## src/rtl/csprot_pkg.sv

```systemverilog
`default_nettype none
package csprot_pkg;

    localparam int PhaseSteps   = 32;
    localparam int Quarter      = PhaseSteps / 4;
    localparam int CoefFracBits = 14;
    localparam int MaxChannels  = 1024;
    localparam int MaxAntennas  = 64;

    localparam int KW    = $clog2(PhaseSteps);
    localparam int CHW   = $clog2(MaxChannels);
    localparam int ANTW  = $clog2(MaxAntennas);
    localparam int COEFW = CoefFracBits + 2;
    localparam int PRODW = COEFW + 9;
    localparam int SUMW  = PRODW + 1;

    localparam logic [1:0] REG_NUM_CHANNELS   = 2'd0;
    localparam logic [1:0] REG_NUM_ANTENNAS   = 2'd1;
    localparam logic [1:0] REG_CHANNEL_OFFSET = 2'd2;

    typedef struct packed {
        logic signed [7:0] sample_re;
        logic signed [7:0] sample_im;
        logic              block_start;
    } t_in;

    typedef struct packed {
        logic signed [7:0] out_re;
        logic signed [7:0] out_im;
        logic              clamped;
    } t_out;

    typedef struct packed {
        logic en_out;
    } t_pipe_ctl;

    typedef struct packed {
        logic              clip;
        logic signed [7:0] val;
    } t_fin;

    localparam logic signed [COEFW-1:0] QUARTER_SINE [Quarter+1] = '{
        16'sd0, 16'sd3196, 16'sd6270, 16'sd9102, 16'sd11585,
        16'sd13623, 16'sd15137, 16'sd16069, 16'sd16384
    };

    // sine over a full turn folded onto the quarter-wave table
    function automatic logic signed [COEFW-1:0] sine_at(input logic [KW-1:0] n);
        logic [KW:0] m;
        logic signed [COEFW-1:0] r;
        m = {1'b0, n};
        if (m <= (KW+1)'(Quarter))
            r = QUARTER_SINE[m[KW-2:0]];
        else if (m <= (KW+1)'(2 * Quarter))
            r = QUARTER_SINE[4'((KW+1)'(2 * Quarter) - m)];
        else if (m <= (KW+1)'(3 * Quarter))
            r = -QUARTER_SINE[4'(m - (KW+1)'(2 * Quarter))];
        else
            r = -QUARTER_SINE[4'((KW+1)'(4 * Quarter) - m)];
        return r;
    endfunction

    // remove the half offset, floor divide by 2^(frac+1), saturate to 8 bits
    function automatic t_fin finish(input logic signed [SUMW-1:0] sum);
        logic signed [SUMW:0] d;
        logic signed [SUMW-CoefFracBits-1:0] v;
        t_fin r;
        d = {sum[SUMW-1], sum} - (SUMW+1)'(1 << CoefFracBits);
        v = d[SUMW:CoefFracBits+1];
        if (v > 127) begin
            r.clip = 1'b1;
            r.val  = 8'sd127;
        end else if (v < -128) begin
            r.clip = 1'b1;
            r.val  = -8'sd128;
        end else begin
            r.clip = 1'b0;
            r.val  = v[7:0];
        end
        return r;
    endfunction

endpackage
`default_nettype wire

```

## src/rtl/complex_sample_phase_rotator.sv

```systemverilog
// Throughput: one beat per cycle while i_stall does not hold the pipe. Two
// registered stages (phase index with sample capture, then products/sum/
// floor/saturate into the result register); o_valid follows the second.
// Reset (synchronous, active low) empties the pipe, clears the antenna,
// channel and frame counters and loads the register reset values.
`default_nettype none
module complex_sample_phase_rotator (
    input  wire logic               i_clk,
    input  wire logic               i_rst_n,
    input  wire logic               i_valid,
    output logic                    o_stall,
    input  wire csprot_pkg::t_in    i_data,
    output logic                    o_valid,
    input  wire logic               i_stall,
    output csprot_pkg::t_out        o_data,
    input  wire logic               psel,
    input  wire logic               penable,
    input  wire logic               pwrite,
    input  wire logic [3:0]         paddr,
    input  wire logic [31:0]        pwdata,
    output logic [31:0]             prdata,
    output logic                    pready
);

    logic [10:0] r_nchan;
    logic [6:0]  r_nant;
    logic [15:0] r_offset;

    logic r_v1, r_v2;
    logic out_rdy, s1_rdy, acc;
    logic [csprot_pkg::KW-1:0] k_now, r_k1;
    logic signed [7:0] r_re1, r_im1;
    csprot_pkg::t_pipe_ctl ctl;

    assign pready = 1'b1;

    always_ff @(posedge i_clk) begin
        if (!i_rst_n) begin
            r_nchan  <= 11'd128;
            r_nant   <= 7'd1;
            r_offset <= '0;
        end else if (psel && penable && pwrite) begin
            unique case (paddr[3:2])
                csprot_pkg::REG_NUM_CHANNELS:   r_nchan  <= pwdata[10:0];
                csprot_pkg::REG_NUM_ANTENNAS:   r_nant   <= pwdata[6:0];
                csprot_pkg::REG_CHANNEL_OFFSET: r_offset <= pwdata[15:0];
                default: ;
            endcase
        end
    end

    always_comb begin
        unique case (paddr[3:2])
            csprot_pkg::REG_NUM_CHANNELS:   prdata = {21'd0, r_nchan};
            csprot_pkg::REG_NUM_ANTENNAS:   prdata = {25'd0, r_nant};
            csprot_pkg::REG_CHANNEL_OFFSET: prdata = {16'd0, r_offset};
            default:                        prdata = '0;
        endcase
    end

    // each stage moves on when the next one is empty or draining
    assign out_rdy = !r_v2 || !i_stall;
    assign s1_rdy  = !r_v1 || out_rdy;
    assign o_stall = !s1_rdy;
    assign acc     = i_valid && s1_rdy;

    assign ctl.en_out = r_v1 && out_rdy;

    csprot_phase u_phase (
        .i_clk         (i_clk),
        .i_rst_n       (i_rst_n),
        .i_adv         (acc),
        .i_block_start (i_data.block_start),
        .i_nchan       (r_nchan),
        .i_nant        (r_nant),
        .i_offset      (r_offset),
        .o_k           (k_now)
    );

    always_ff @(posedge i_clk) begin
        if (!i_rst_n) begin
            r_v1 <= 1'b0;
            r_v2 <= 1'b0;
        end else begin
            if (s1_rdy)  r_v1 <= i_valid;
            if (out_rdy) r_v2 <= r_v1;
        end
    end

    always_ff @(posedge i_clk) begin
        if (acc) begin
            r_k1  <= k_now;
            r_re1 <= i_data.sample_re;
            r_im1 <= i_data.sample_im;
        end
    end

    csprot_mix u_mix (
        .i_clk  (i_clk),
        .i_ctl  (ctl),
        .i_k    (r_k1),
        .i_re   (r_re1),
        .i_im   (r_im1),
        .o_data (o_data)
    );

    assign o_valid = r_v2;

    a_stall_only_full: assert property (@(posedge i_clk) disable iff (!i_rst_n)
        o_stall |-> (r_v1 && r_v2))
        else $error("input stalled while the pipe has room");

    a_block_start_phase: assert property (@(posedge i_clk) disable iff (!i_rst_n)
        (acc && i_data.block_start) |=> (r_k1 == '0))
        else $error("block start beat did not get phase index zero");

    a_clamp_value: assert property (@(posedge i_clk) disable iff (!i_rst_n)
        (o_valid && o_data.clamped) |->
            (o_data.out_re == 8'sd127 || o_data.out_re == -8'sd128 ||
             o_data.out_im == 8'sd127 || o_data.out_im == -8'sd128))
        else $error("clamp flag set without a saturated part");

    a_out_advance: assert property (@(posedge i_clk) disable iff (!i_rst_n)
        (r_v1 && out_rdy) |=> o_valid)
        else $error("stage one beat lost on its way to the output");

endmodule
`default_nettype wire

```

## src/rtl/csprot_phase.sv

```systemverilog
`default_nettype none
module csprot_phase (
    input  wire logic                        i_clk,
    input  wire logic                        i_rst_n,
    input  wire logic                        i_adv,
    input  wire logic                        i_block_start,
    input  wire logic [10:0]                 i_nchan,
    input  wire logic [6:0]                  i_nant,
    input  wire logic [15:0]                 i_offset,
    output logic [csprot_pkg::KW-1:0]        o_k
);

    logic [csprot_pkg::ANTW-1:0] r_ant, n_ant, ant_base;
    logic [csprot_pkg::CHW-1:0]  r_chan, n_chan, chan_base;
    logic [csprot_pkg::KW-1:0]   r_frame, n_frame, frame_base;
    logic [10:0] nchan_eff;
    logic [6:0]  nant_eff;
    logic [csprot_pkg::ANTW:0] ant_inc;
    logic [csprot_pkg::CHW:0]  chan_inc;
    logic [csprot_pkg::KW-1:0] chan_abs, chan_mul;

    always_comb begin
        if (i_nchan == '0)
            nchan_eff = 11'd1;
        else if (i_nchan > 11'(csprot_pkg::MaxChannels))
            nchan_eff = 11'(csprot_pkg::MaxChannels);
        else
            nchan_eff = i_nchan;

        if (i_nant == '0)
            nant_eff = 7'd1;
        else if (i_nant > 7'(csprot_pkg::MaxAntennas))
            nant_eff = 7'(csprot_pkg::MaxAntennas);
        else
            nant_eff = i_nant;
    end

    assign ant_base   = i_block_start ? '0 : r_ant;
    assign chan_base  = i_block_start ? '0 : r_chan;
    assign frame_base = i_block_start ? '0 : r_frame;

    // only the low bits of the channel index survive mod 32
    assign chan_abs = chan_base[csprot_pkg::KW-1:0] + i_offset[csprot_pkg::KW-1:0];
    assign chan_mul = csprot_pkg::KW'(chan_abs * csprot_pkg::KW'(5));
    assign o_k      = csprot_pkg::KW'(chan_mul * frame_base);

    assign ant_inc  = {1'b0, ant_base} + 1'b1;
    assign chan_inc = {1'b0, chan_base} + 1'b1;

    always_comb begin
        n_ant   = r_ant;
        n_chan  = r_chan;
        n_frame = r_frame;
        if (i_adv) begin
            n_chan  = chan_base;
            n_frame = frame_base;
            if (7'(ant_inc) >= nant_eff) begin
                n_ant = '0;
                if (11'(chan_inc) >= nchan_eff) begin
                    n_chan  = '0;
                    n_frame = frame_base + 1'b1;
                end else begin
                    n_chan = chan_inc[csprot_pkg::CHW-1:0];
                end
            end else begin
                n_ant = ant_inc[csprot_pkg::ANTW-1:0];
            end
        end
    end

    always_ff @(posedge i_clk) begin
        if (!i_rst_n) begin
            r_ant   <= '0;
            r_chan  <= '0;
            r_frame <= '0;
        end else begin
            r_ant   <= n_ant;
            r_chan  <= n_chan;
            r_frame <= n_frame;
        end
    end

endmodule
`default_nettype wire

```

## src/rtl/csprot_mix.sv

```systemverilog
`default_nettype none
module csprot_mix (
    input  wire logic                         i_clk,
    input  wire csprot_pkg::t_pipe_ctl        i_ctl,
    input  wire logic [csprot_pkg::KW-1:0]    i_k,
    input  wire logic signed [7:0]            i_re,
    input  wire logic signed [7:0]            i_im,
    output csprot_pkg::t_out                  o_data
);

    logic signed [csprot_pkg::COEFW-1:0] sin_v, cos_v;
    logic signed [8:0] a, b;
    logic signed [csprot_pkg::PRODW-1:0] p_as, p_bc, p_bs, p_ac;
    logic signed [csprot_pkg::SUMW-1:0] sum_re, sum_im;
    csprot_pkg::t_fin fin_re, fin_im;
    csprot_pkg::t_out r_out;

    assign sin_v = csprot_pkg::sine_at(i_k);
    assign cos_v = csprot_pkg::sine_at(i_k + csprot_pkg::KW'(csprot_pkg::Quarter));

    // doubled samples keep the half-LSB offset exact
    assign a = {i_re, 1'b1};
    assign b = {i_im, 1'b1};

    assign p_as = csprot_pkg::PRODW'(a * sin_v);
    assign p_bc = csprot_pkg::PRODW'(b * cos_v);
    assign p_bs = csprot_pkg::PRODW'(b * sin_v);
    assign p_ac = csprot_pkg::PRODW'(a * cos_v);

    assign sum_re = csprot_pkg::SUMW'(p_as) + csprot_pkg::SUMW'(p_bc);
    assign sum_im = csprot_pkg::SUMW'(p_bs) - csprot_pkg::SUMW'(p_ac);
    assign fin_re = csprot_pkg::finish(sum_re);
    assign fin_im = csprot_pkg::finish(sum_im);

    always_ff @(posedge i_clk) begin
        if (i_ctl.en_out) begin
            r_out.out_re  <= fin_re.val;
            r_out.out_im  <= fin_im.val;
            r_out.clamped <= fin_re.clip | fin_im.clip;
        end
    end

    assign o_data = r_out;

endmodule
`default_nettype wire

```

## config.mk

```make
export PLATFORM = sky130hd
export DESIGN_NAME = complex_sample_phase_rotator
export DESIGN_NICKNAME = d
export VERILOG_FILES = /design/src/rtl/csprot_pkg.sv /design/src/rtl/complex_sample_phase_rotator.sv /design/src/rtl/csprot_phase.sv /design/src/rtl/csprot_mix.sv
export SDC_FILE = /design/constraint.sdc
export NUM_CORES = 2
export LEC_CHECK = 0
export BUFFER_PORTS_ARGS = -buffer_cell sky130_fd_sc_hd__buf_2
export CAP_MARGIN = 30
export CORE_MARGIN = 5
export CORE_UTILIZATION = 50
export DETAILED_ROUTE_END_ITERATION = 10
export GPL_TIMING_DRIVEN = 0
export PLACE_DENSITY = 0.73
export SLEW_MARGIN = 20
export SYNTH_ARGS = -nofsm -noshare
export SYNTH_HDL_FRONTEND = slang
export SYNTH_HIERARCHICAL = 1
export SYNTH_SLANG_ARGS = --single-unit
```

## constraint.sdc

```tcl
create_clock -name i_clk -period 9 [get_ports i_clk]
set_input_delay 0 -clock i_clk [delete_from_list [all_inputs] [get_ports i_clk]]
set_output_delay 0 -clock i_clk [all_outputs]
set_load 0.02 [all_outputs]
```

== Yosys cells after proc, flatten, opt, wreduce, memory -nomap -nowiden ==
Memory sizes are Yosys's and may differ from the RTL's.
Index checks and enable logic that the tools add are counted.

* Bits in read-only memories: 2048
* Flip-flop bits (word level): 95
* Memories: 8
* Input bits: 60

{| class="wikitable"
|+ Memory list
! memory !! depth !! bits a word !! rd ports !! clocked after memory_dff !! write ports !! line !! RTL
|-
| (name not given) || 16 || 16 || 1 || 0 || 0 || csprot_pkg.sv:59 || <nowiki>r = -QUARTER_SINE[4'((KW+1)'(4 * Quarter) - m)];</nowiki>
|-
| (name not given) || 16 || 16 || 1 || 0 || 0 || csprot_pkg.sv:55 || <nowiki>r = QUARTER_SINE[4'((KW+1)'(2 * Quarter) - m)];</nowiki>
|-
| (name not given) || 16 || 16 || 1 || 0 || 0 || csprot_pkg.sv:57 || <nowiki>r = -QUARTER_SINE[4'(m - (KW+1)'(2 * Quarter))];</nowiki>
|-
| (name not given) || 16 || 16 || 1 || 0 || 0 || csprot_pkg.sv:57 ||
|-
| (name not given) || 16 || 16 || 1 || 0 || 0 || csprot_pkg.sv:59 ||
|-
| (name not given) || 16 || 16 || 1 || 0 || 0 || csprot_pkg.sv:55 ||
|-
| 2 more memories || -- || -- || -- || -- || -- || -- ||
|}

* Add/sub/neg operators: 19
* Magnitude comparators: 22
* Equal/unequal tests: 2
* Reduce and logical (&&, ||, !) cells: 16
* Bitwise logic cells: 9
* Multiplexer cells: 39
* Multiply operators: 6

{| class="wikitable"
|+ Operators by type and width
! operator !! number
|-
| 2-to-1 mux 16 bit || 22
|-
| multiplier 9 x 16 -> 25 bit || 4
|-
| negator 16 bit || 4
|-
| subtractor 26 x 16 -> 27 bit (second input constant) || 2
|-
| case mux 16 bit (3 select lines) || 1
|-
| greater-or-equal comparator 5 bit (second input constant) || 8
|-
| inverter 4 -> 5 bit || 8
|-
| 2-to-1 mux 9 bit || 4
|-
| 2-to-1 mux 10 bit || 3
|-
| adder 25 x 25 -> 26 bit || 1
|-
| subtractor 25 x 25 -> 26 bit || 1
|-
| > comparator 12 x 8 -> 1 bit (second input constant) || 2
|-
| less-than comparator 12 x 8 -> 1 bit (second input constant) || 2
|-
| 2-to-1 mux 11 bit || 2
|-
| <= comparator 5 bit (second input constant) || 4
|-
| subtractor 1 x 4 -> 4 bit (first input constant) || 4
|-
| 2-to-1 mux 5 bit || 3
|-
| 2-to-1 mux 7 bit || 2
|-
| 2-to-1 mux 6 bit || 2
|-
| adder 10 x 1 -> 11 bit (second input constant) || 1
|-
| greater-or-equal comparator 11 bit || 1
|-
| > comparator 11 bit (second input constant) || 1
|-
| logical NOT 11 bit || 1
|-
| <= comparator 5 x 4 -> 1 bit (second input constant) || 2
|-
| other kinds (18) || 28
|}

== Longest topological paths before layout ==
* Depth in word-level cells: 17
* Depth in mapped cells: 44

== By module ==
Netlist, hierarchy kept.

{| class="wikitable"
|+ Modules (own cells, without submodules)
! module !! sequential area each (sq um) !! cells each !! instances !! area an instance (sq um)
|-
| csprot_mix || 510.5 || 2699 || 1 || 24148.2
|-
| csprot_phase || 420.4 || 310 || 1 || 2402.3
|-
| complex_sample_phase_rotator || 1351.3 || 220 || 1 || 2396.0
|}

== Worst setup path before layout ==
Ideal clock, no wire load.

* Path type: reg2reg
* From: register r_k1[1] (netlist name)
* To: register u_mix.r_out (netlist bit u_mix/o_data[11]) (data pin)
* Required time: 8746 ps
* Stages on the path, launching flop included: 36
* Setup slack: -700 ps
* Library setup time: 254 ps
* Arrival: 9446 ps
* Path through: edfxtp_1 clkbuf_1 inv_1 ha_1 buf_6 inv_1 ha_1 buf_2 and3b_1 clkbuf_1 nand2_1 nor3_2 nand3_1 o221a_2 buf_2 buf_1 inv_1 nand2_1 fa_1 fa_1 fa_1 fa_1 inv_1 fa_1 fa_1 ha_1 ha_1 and3_1 a221oi_1 o21ai_0 and4bb_1 nor3_1 or4_1 and2_1 buf_6 a21o_1

* Word-level cells in the longest chain between the ends: 15

{| class="wikitable"
|+ RTL lines
! item !! line !! RTL
|-
| start: declaration || complex_sample_phase_rotator.sv:31 || <nowiki>logic [csprot_pkg::KW-1:0] k_now, r_k1;</nowiki>
|-
| start signal: assignment || complex_sample_phase_rotator.sv:92 || <nowiki>r_k1 <= k_now;</nowiki>
|-
| adder 5 x 4 -> 5 bit || csprot_mix.sv:19 || <nowiki>assign cos_v = csprot_pkg::sine_at(i_k + csprot_pkg::KW'(csprot_pkg::Quarter));</nowiki>
|-
| subtractor 1 x 4 -> 4 bit / subtractor 4 x 1 -> 4 bit (equally long branches) || csprot_pkg.sv:55, csprot_pkg.sv:59, csprot_pkg.sv:57 ||
|-
| inverter 4 -> 5 bit, on equally long branches || csprot_pkg.sv:55, csprot_pkg.sv:59, csprot_pkg.sv:57 ||
|-
| memory (16 x 16 bit), on equally long branches || -- ||
|-
| 2-to-1 mux 16 bit, on equally long branches (2 in series) || csprot_pkg.sv:59, csprot_pkg.sv:57 ||
|-
| negator 16 bit, on equally long branches || csprot_pkg.sv:59, csprot_pkg.sv:57 ||
|-
| 2-to-1 mux 16 bit || csprot_pkg.sv:56 || <nowiki>else if (m <= (KW+1)'(3 * Quarter))</nowiki>
|-
| 2-to-1 mux 16 bit || csprot_pkg.sv:54 || <nowiki>else if (m <= (KW+1)'(2 * Quarter))</nowiki>
|-
| 2-to-1 mux 16 bit || csprot_pkg.sv:52 || <nowiki>if (m <= (KW+1)'(Quarter))</nowiki>
|-
| multiplier 9 x 16 -> 25 bit || csprot_mix.sv:26 || <nowiki>assign p_bc = csprot_pkg::PRODW'(b * cos_v);</nowiki>
|-
| adder 25 x 25 -> 26 bit (*) || csprot_mix.sv:30 || <nowiki>assign sum_re = csprot_pkg::SUMW'(p_as) + csprot_pkg::SUMW'(p_bc);</nowiki>
|-
| subtractor 26 x 16 -> 27 bit (*) || csprot_pkg.sv:68 || <nowiki>d = {sum[SUMW-1], sum} - (SUMW+1)'(1 << CoefFracBits);</nowiki>
|-
| less-than comparator 12 x 8 -> 1 bit || csprot_pkg.sv:73 || <nowiki>end else if (v < -128) begin</nowiki>
|-
| 2-to-1 mux 9 bit || csprot_pkg.sv:73 ||
|-
| end: declaration || csprot_mix.sv:16 || <nowiki>csprot_pkg::t_out r_out;</nowiki>
|}

Mark *: on every way between the ends. The rest lies on a longest branch, timed or not. The select of a mux whose other input is x is not followed.
A chain may end at the register's enable or synchronous reset.

== Worst setup path after layout ==
* From: register r_k1[1] (netlist name)
* To: register u_mix.r_out (netlist bit u_mix/o_data[7]) (data pin)

* Word-level cells in the longest chain between the ends: 15

{| class="wikitable"
|+ RTL lines
! item !! line !! RTL
|-
| adder 5 x 4 -> 5 bit || csprot_mix.sv:19 ||
|-
| subtractor 1 x 4 -> 4 bit / subtractor 4 x 1 -> 4 bit (equally long branches) || csprot_pkg.sv:55, csprot_pkg.sv:59, csprot_pkg.sv:57 ||
|-
| inverter 4 -> 5 bit, on equally long branches || csprot_pkg.sv:55, csprot_pkg.sv:59, csprot_pkg.sv:57 ||
|-
| memory (16 x 16 bit), on equally long branches || -- ||
|-
| 2-to-1 mux 16 bit, on equally long branches (2 in series) || csprot_pkg.sv:59, csprot_pkg.sv:57 ||
|-
| negator 16 bit, on equally long branches || csprot_pkg.sv:59, csprot_pkg.sv:57 ||
|-
| 2-to-1 mux 16 bit || csprot_pkg.sv:56 ||
|-
| 2-to-1 mux 16 bit || csprot_pkg.sv:54 ||
|-
| 2-to-1 mux 16 bit || csprot_pkg.sv:52 ||
|-
| multiplier 9 x 16 -> 25 bit || csprot_mix.sv:28 || <nowiki>assign p_ac = csprot_pkg::PRODW'(a * cos_v);</nowiki>
|-
| subtractor 25 x 25 -> 26 bit (*) || csprot_mix.sv:31 || <nowiki>assign sum_im = csprot_pkg::SUMW'(p_bs) - csprot_pkg::SUMW'(p_ac);</nowiki>
|-
| subtractor 26 x 16 -> 27 bit (*) || csprot_pkg.sv:68 ||
|-
| less-than comparator 12 x 8 -> 1 bit || csprot_pkg.sv:73 ||
|-
| 2-to-1 mux 9 bit || csprot_pkg.sv:73 ||
|}

Marked as above.

==> flow_metrics.py <==
metrics = {
    "clock_network": {
        "cts_buffers": 9,
        "clkTransAtPathRegs_ns": 0.09,
        "cts_tree": "yes",
        "cts.sinks": 95,
        "cts_max_level": 3,
        "clockBufferDepth": 2,
        "insertion_delay_ns": 0.41,
        "root_buffer": "clkbuf_16",
    },
    "place": {
        "place_area_um2": 30800,
        "place_inst": 4087,
        "numPortBuffers": 76,
        "dp_hpwl_um": 66000,
        "gp_congestion": 0.950,
    },
    "yosys": {
        "synth_edf_count": 38,
        "netlist-cell-type-count": 101,
        "synth.area.top_cells": "fa_1 41%, ha_1 11%, inv_1 8.5%",
        "yosys_warnings": 6,
        "ys_ff_latch": 95,
        "synthSimpleGateAreaFrac_pct": 17.4,
        "synth_top_family_by_area": "adder cells",
        "synth_xor_area_share_pct": 2.42,
        "postSynthCellCount": 3229,
        "yosysMostFrequentCell": "inv_1",
        "synth_top_flop_cell": "dfxtp_1",
        "ys_async_sr_fraction_pct": 0,
        "synthMuxAreaShare_pct": 2.12,
        "yosys.area.top_type_share_pct": 41.1,
        "synth_commonest_cells": "653 x inv_1, 594 x fa_1, 381 x nand2_1",
        "yosys.area.top_type": "fa_1",
        "synth-compound-area-share_pct": 7.43,
        "syn_area_um2": 28900,
        "syn_area_per_cell_um2": 8.96,
        "synth-adder-area-share_pct": 51.6,
        "ys_seq_area_share_pct": 7.88,
    },
    "timing": {
        "setup_violations": 16,
        "fin_crit_sh_pct": 105,
        "slew_headroom_pct": 29.5,
        "hold_viol_final": 0,
        "setup_slack_ns": -0.422,
        "finalCriticalPeriod_ns": 9.42,
        "hold_slack_ns": 0.0321,
        "slew_violations": 0,
        "grt_setup_unrepaired": "true",
        "max_freq_ghz": 0.106,
        "worst_clock_skew_ns": 0.0390,
        "worst_slew_pin_slew_ns": 1.06,
    },
    "run_status": {
        "violations": "negative setup slack",
        "run_status": "finished, violations left",
    },
    "worst_setup_path": {
        "critPathLaunch": "r_k1[1]$_DFFE_PP_",
        "crit_path_start_kind": "flip-flop",
        "slowest_delay_ns": 0.58,
        "r2r_cells": 36,
        "path_class": "flip-flop to flip-flop",
        "r2r_end": "u_mix/o_data[7]$_SDFFCE_PN1P_",
        "cp_slowest_cell": "fa_1",
        "critPathMostFrequentCell": "fa_1",
        "timing.critical_path.arrival_ns": 9.56,
        "cp-end-kind": "flip-flop",
        "rrSetupSlack_ns": -0.42,
        "r2r-start": "r_k1[1]$_DFFE_PP_",
        "path_max_fanout": 8,
        "crit_required_ns": 9.13,
    },
    "floorplan": {
        "die_y_um": 251,
        "core_area_um2": 57500,
        "die-area_um2": 62800,
        "num_io_pins": 112,
        "initial_core_util_pct": 50.4,
        "fp-row-count": 88,
        "die_w_um": 251,
    },
    "drt": {
        "viasPerCell": 5.53,
        "via_count": 23600,
        "drtIter0Drc": 2368,
        "dr.pass1.iters": 6,
        "detail_route.wirelength_um": 86100,
        "drt-wirelength-per-cell_um": 20.2,
        "final_antenna_net_count": 0,
        "drc": 0,
    },
    "finish": {
        "antennaDiodeCount": 0,
        "fin_util_pct": 59.2,
        "drive_gt1_share_pct": 15.9,
        "final_area_um2": 34000,
        "syn2layout_area_growth_pct": 17.6,
        "nets": 4398,
        "fin_cells": 4270,
    },
    "grt": {
        "grt_antenna_before_repair": 0,
        "grt.total_usage_pct": 27.6,
        "grt_overflow": 0,
        "grt_pass1_wl_um": 136000,
        "grt_max_degree": 21,
        "grt_pass1_vias": 24300,
    },
    "job": {
        "cap_violations": 0,
    },
    "worst_hold_path": {
        "hold_class": "primary input to flip-flop",
        "min_path_cells": 3,
        "min_to": "r_nchan[10]$_SDFFE_PN0P_",
        "hp-start": "paddr[2]",
    },
}
## kinds of logic (layout without fill, tap and decap cells)
| kind of cell | after synthesis | after routing |
|---|---|---|
| AND/OR/NAND/NOR | 1009 | 1009 |
| adder cells (fa/ha/maj) | 838 | 838 |
| buffers and inverters | 817 | 1078 |
| AO/OA/AOI/OAI | 327 | 327 |
| flip-flops | 95 | 95 |
| XOR/XNOR | 79 | 79 |
| multiplexers | 61 | 61 |
| other | 3 | 18 |
## area by class of cell
class | count | area, um^2
plain buffers | 152 | 1070
clock inverters | 7 | 83.8
multi-input cells | 2332 | 24900
flip-flops and latches | 95 | 2280
fillers | 4921 | 23400
inverters | 657 | 2500
well taps | 765 | 957
repair buffers | 253 | 2020
clock buffers | 9 | 225
## critical path, delay by kind of cell (launching register included)
| family | cells | cell delay, ns |
|---|---|---|
| AOI/OAI and AO/OA | 10 | 2.07 |
| adders and majority gates | 10 | 4.32 |
| buffers and inverters | 10 | 1.17 |
| DFF | 1 | 0.43 |
| muxes | 1 | 0.08 |
| and+or+nand+nor | 5 | 1.07 |
## placed cells by master (no fill, tap or decap), types with 18 or more instances in the layout
master,n
buf_2,83
nand4_1,19
conb_1,18
nor2_1,133
fa_2,18
a21o_1,29
fa_1,576
edfxtp_1,38
nor2b_1,43
nor3_1,24
nand2b_1,23
nand3_1,44
clkbuf_1,65
mux2i_1,56
ha_1,209
ha_4,31
o21ai_0,61
inv_1,638
xor2_1,18
buf_6,20
dfxtp_1,57
and2_1,245
dlygate4sd3_1,36
xnor2_1,56
a21oi_1,63
nand2_1,359
buf_4,139
## worst max-delay path by stage
stage,slack (ns),cells past startpoint,to
after floorplan,0.0006,36,u_mix/o_data[13]$_SDFFCE_PN1P_
after global placement,-2.64,31,u_mix/o_data[3]$_SDFFCE_PN1P_
after detailed placement,-2.57,34,u_mix/o_data[0]$_DFFE_PP_
after CTS,-0.29,34,u_mix/o_data[0]$_DFFE_PP_
after global routing,-0.65,36,u_mix/o_data[7]$_SDFFCE_PN1P_
final,-0.42,36,u_mix/o_data[7]$_SDFFCE_PN1P_
## sequential cells by signal (all words and copies together) (netlist names)
signal / flops
u_phase/r_ant: 6
u_phase/r_chan: 10
u_phase/r_frame: 5
r_k1: 5
r_im1: 8
r_nchan: 11
r_nant: 7
r_offset: 16
o_valid: 1
u_mix/o_data: 17
r_v1: 1
r_re1: 8
## what timing repair did
action                                 4_1_cts  5_1_grt
resized for setup                          243       97
buffers inserted                           102       34
pin swaps                                  113       61
hold buffers                                36        0
setup endpoints to repair                   17       17
endpoints found under the hold margin       55        0
gates cloned                                 3        1
## routing by layer
metal / part of all wire (%) / wire length, um / vias up / global-route usage, %
li1: - / - / 10400 / -
met1: 39 / 33300 / 11700 / 36.4
met2: 46 / 39700 / 1165 / 44.3
met3: 9.4 / 8070 / 279 / 5.50
met4: 5.8 / 4970 / 0 / 12.2
met5: 0 / 0 / - / 0
## metrics by stage
step                TNS [ns]  setup slack (ns)
global placement      -41.06             -2.64
global route           -9.13            -0.652
floorplan                  0          0.000573
CTS                    -3.22            -0.294
finish                 -5.49            -0.422
detailed placement    -40.06             -2.57
Power is not shown: default switching activity piles up to over one toggle a cycle in this logic, so the estimate is an artifact.
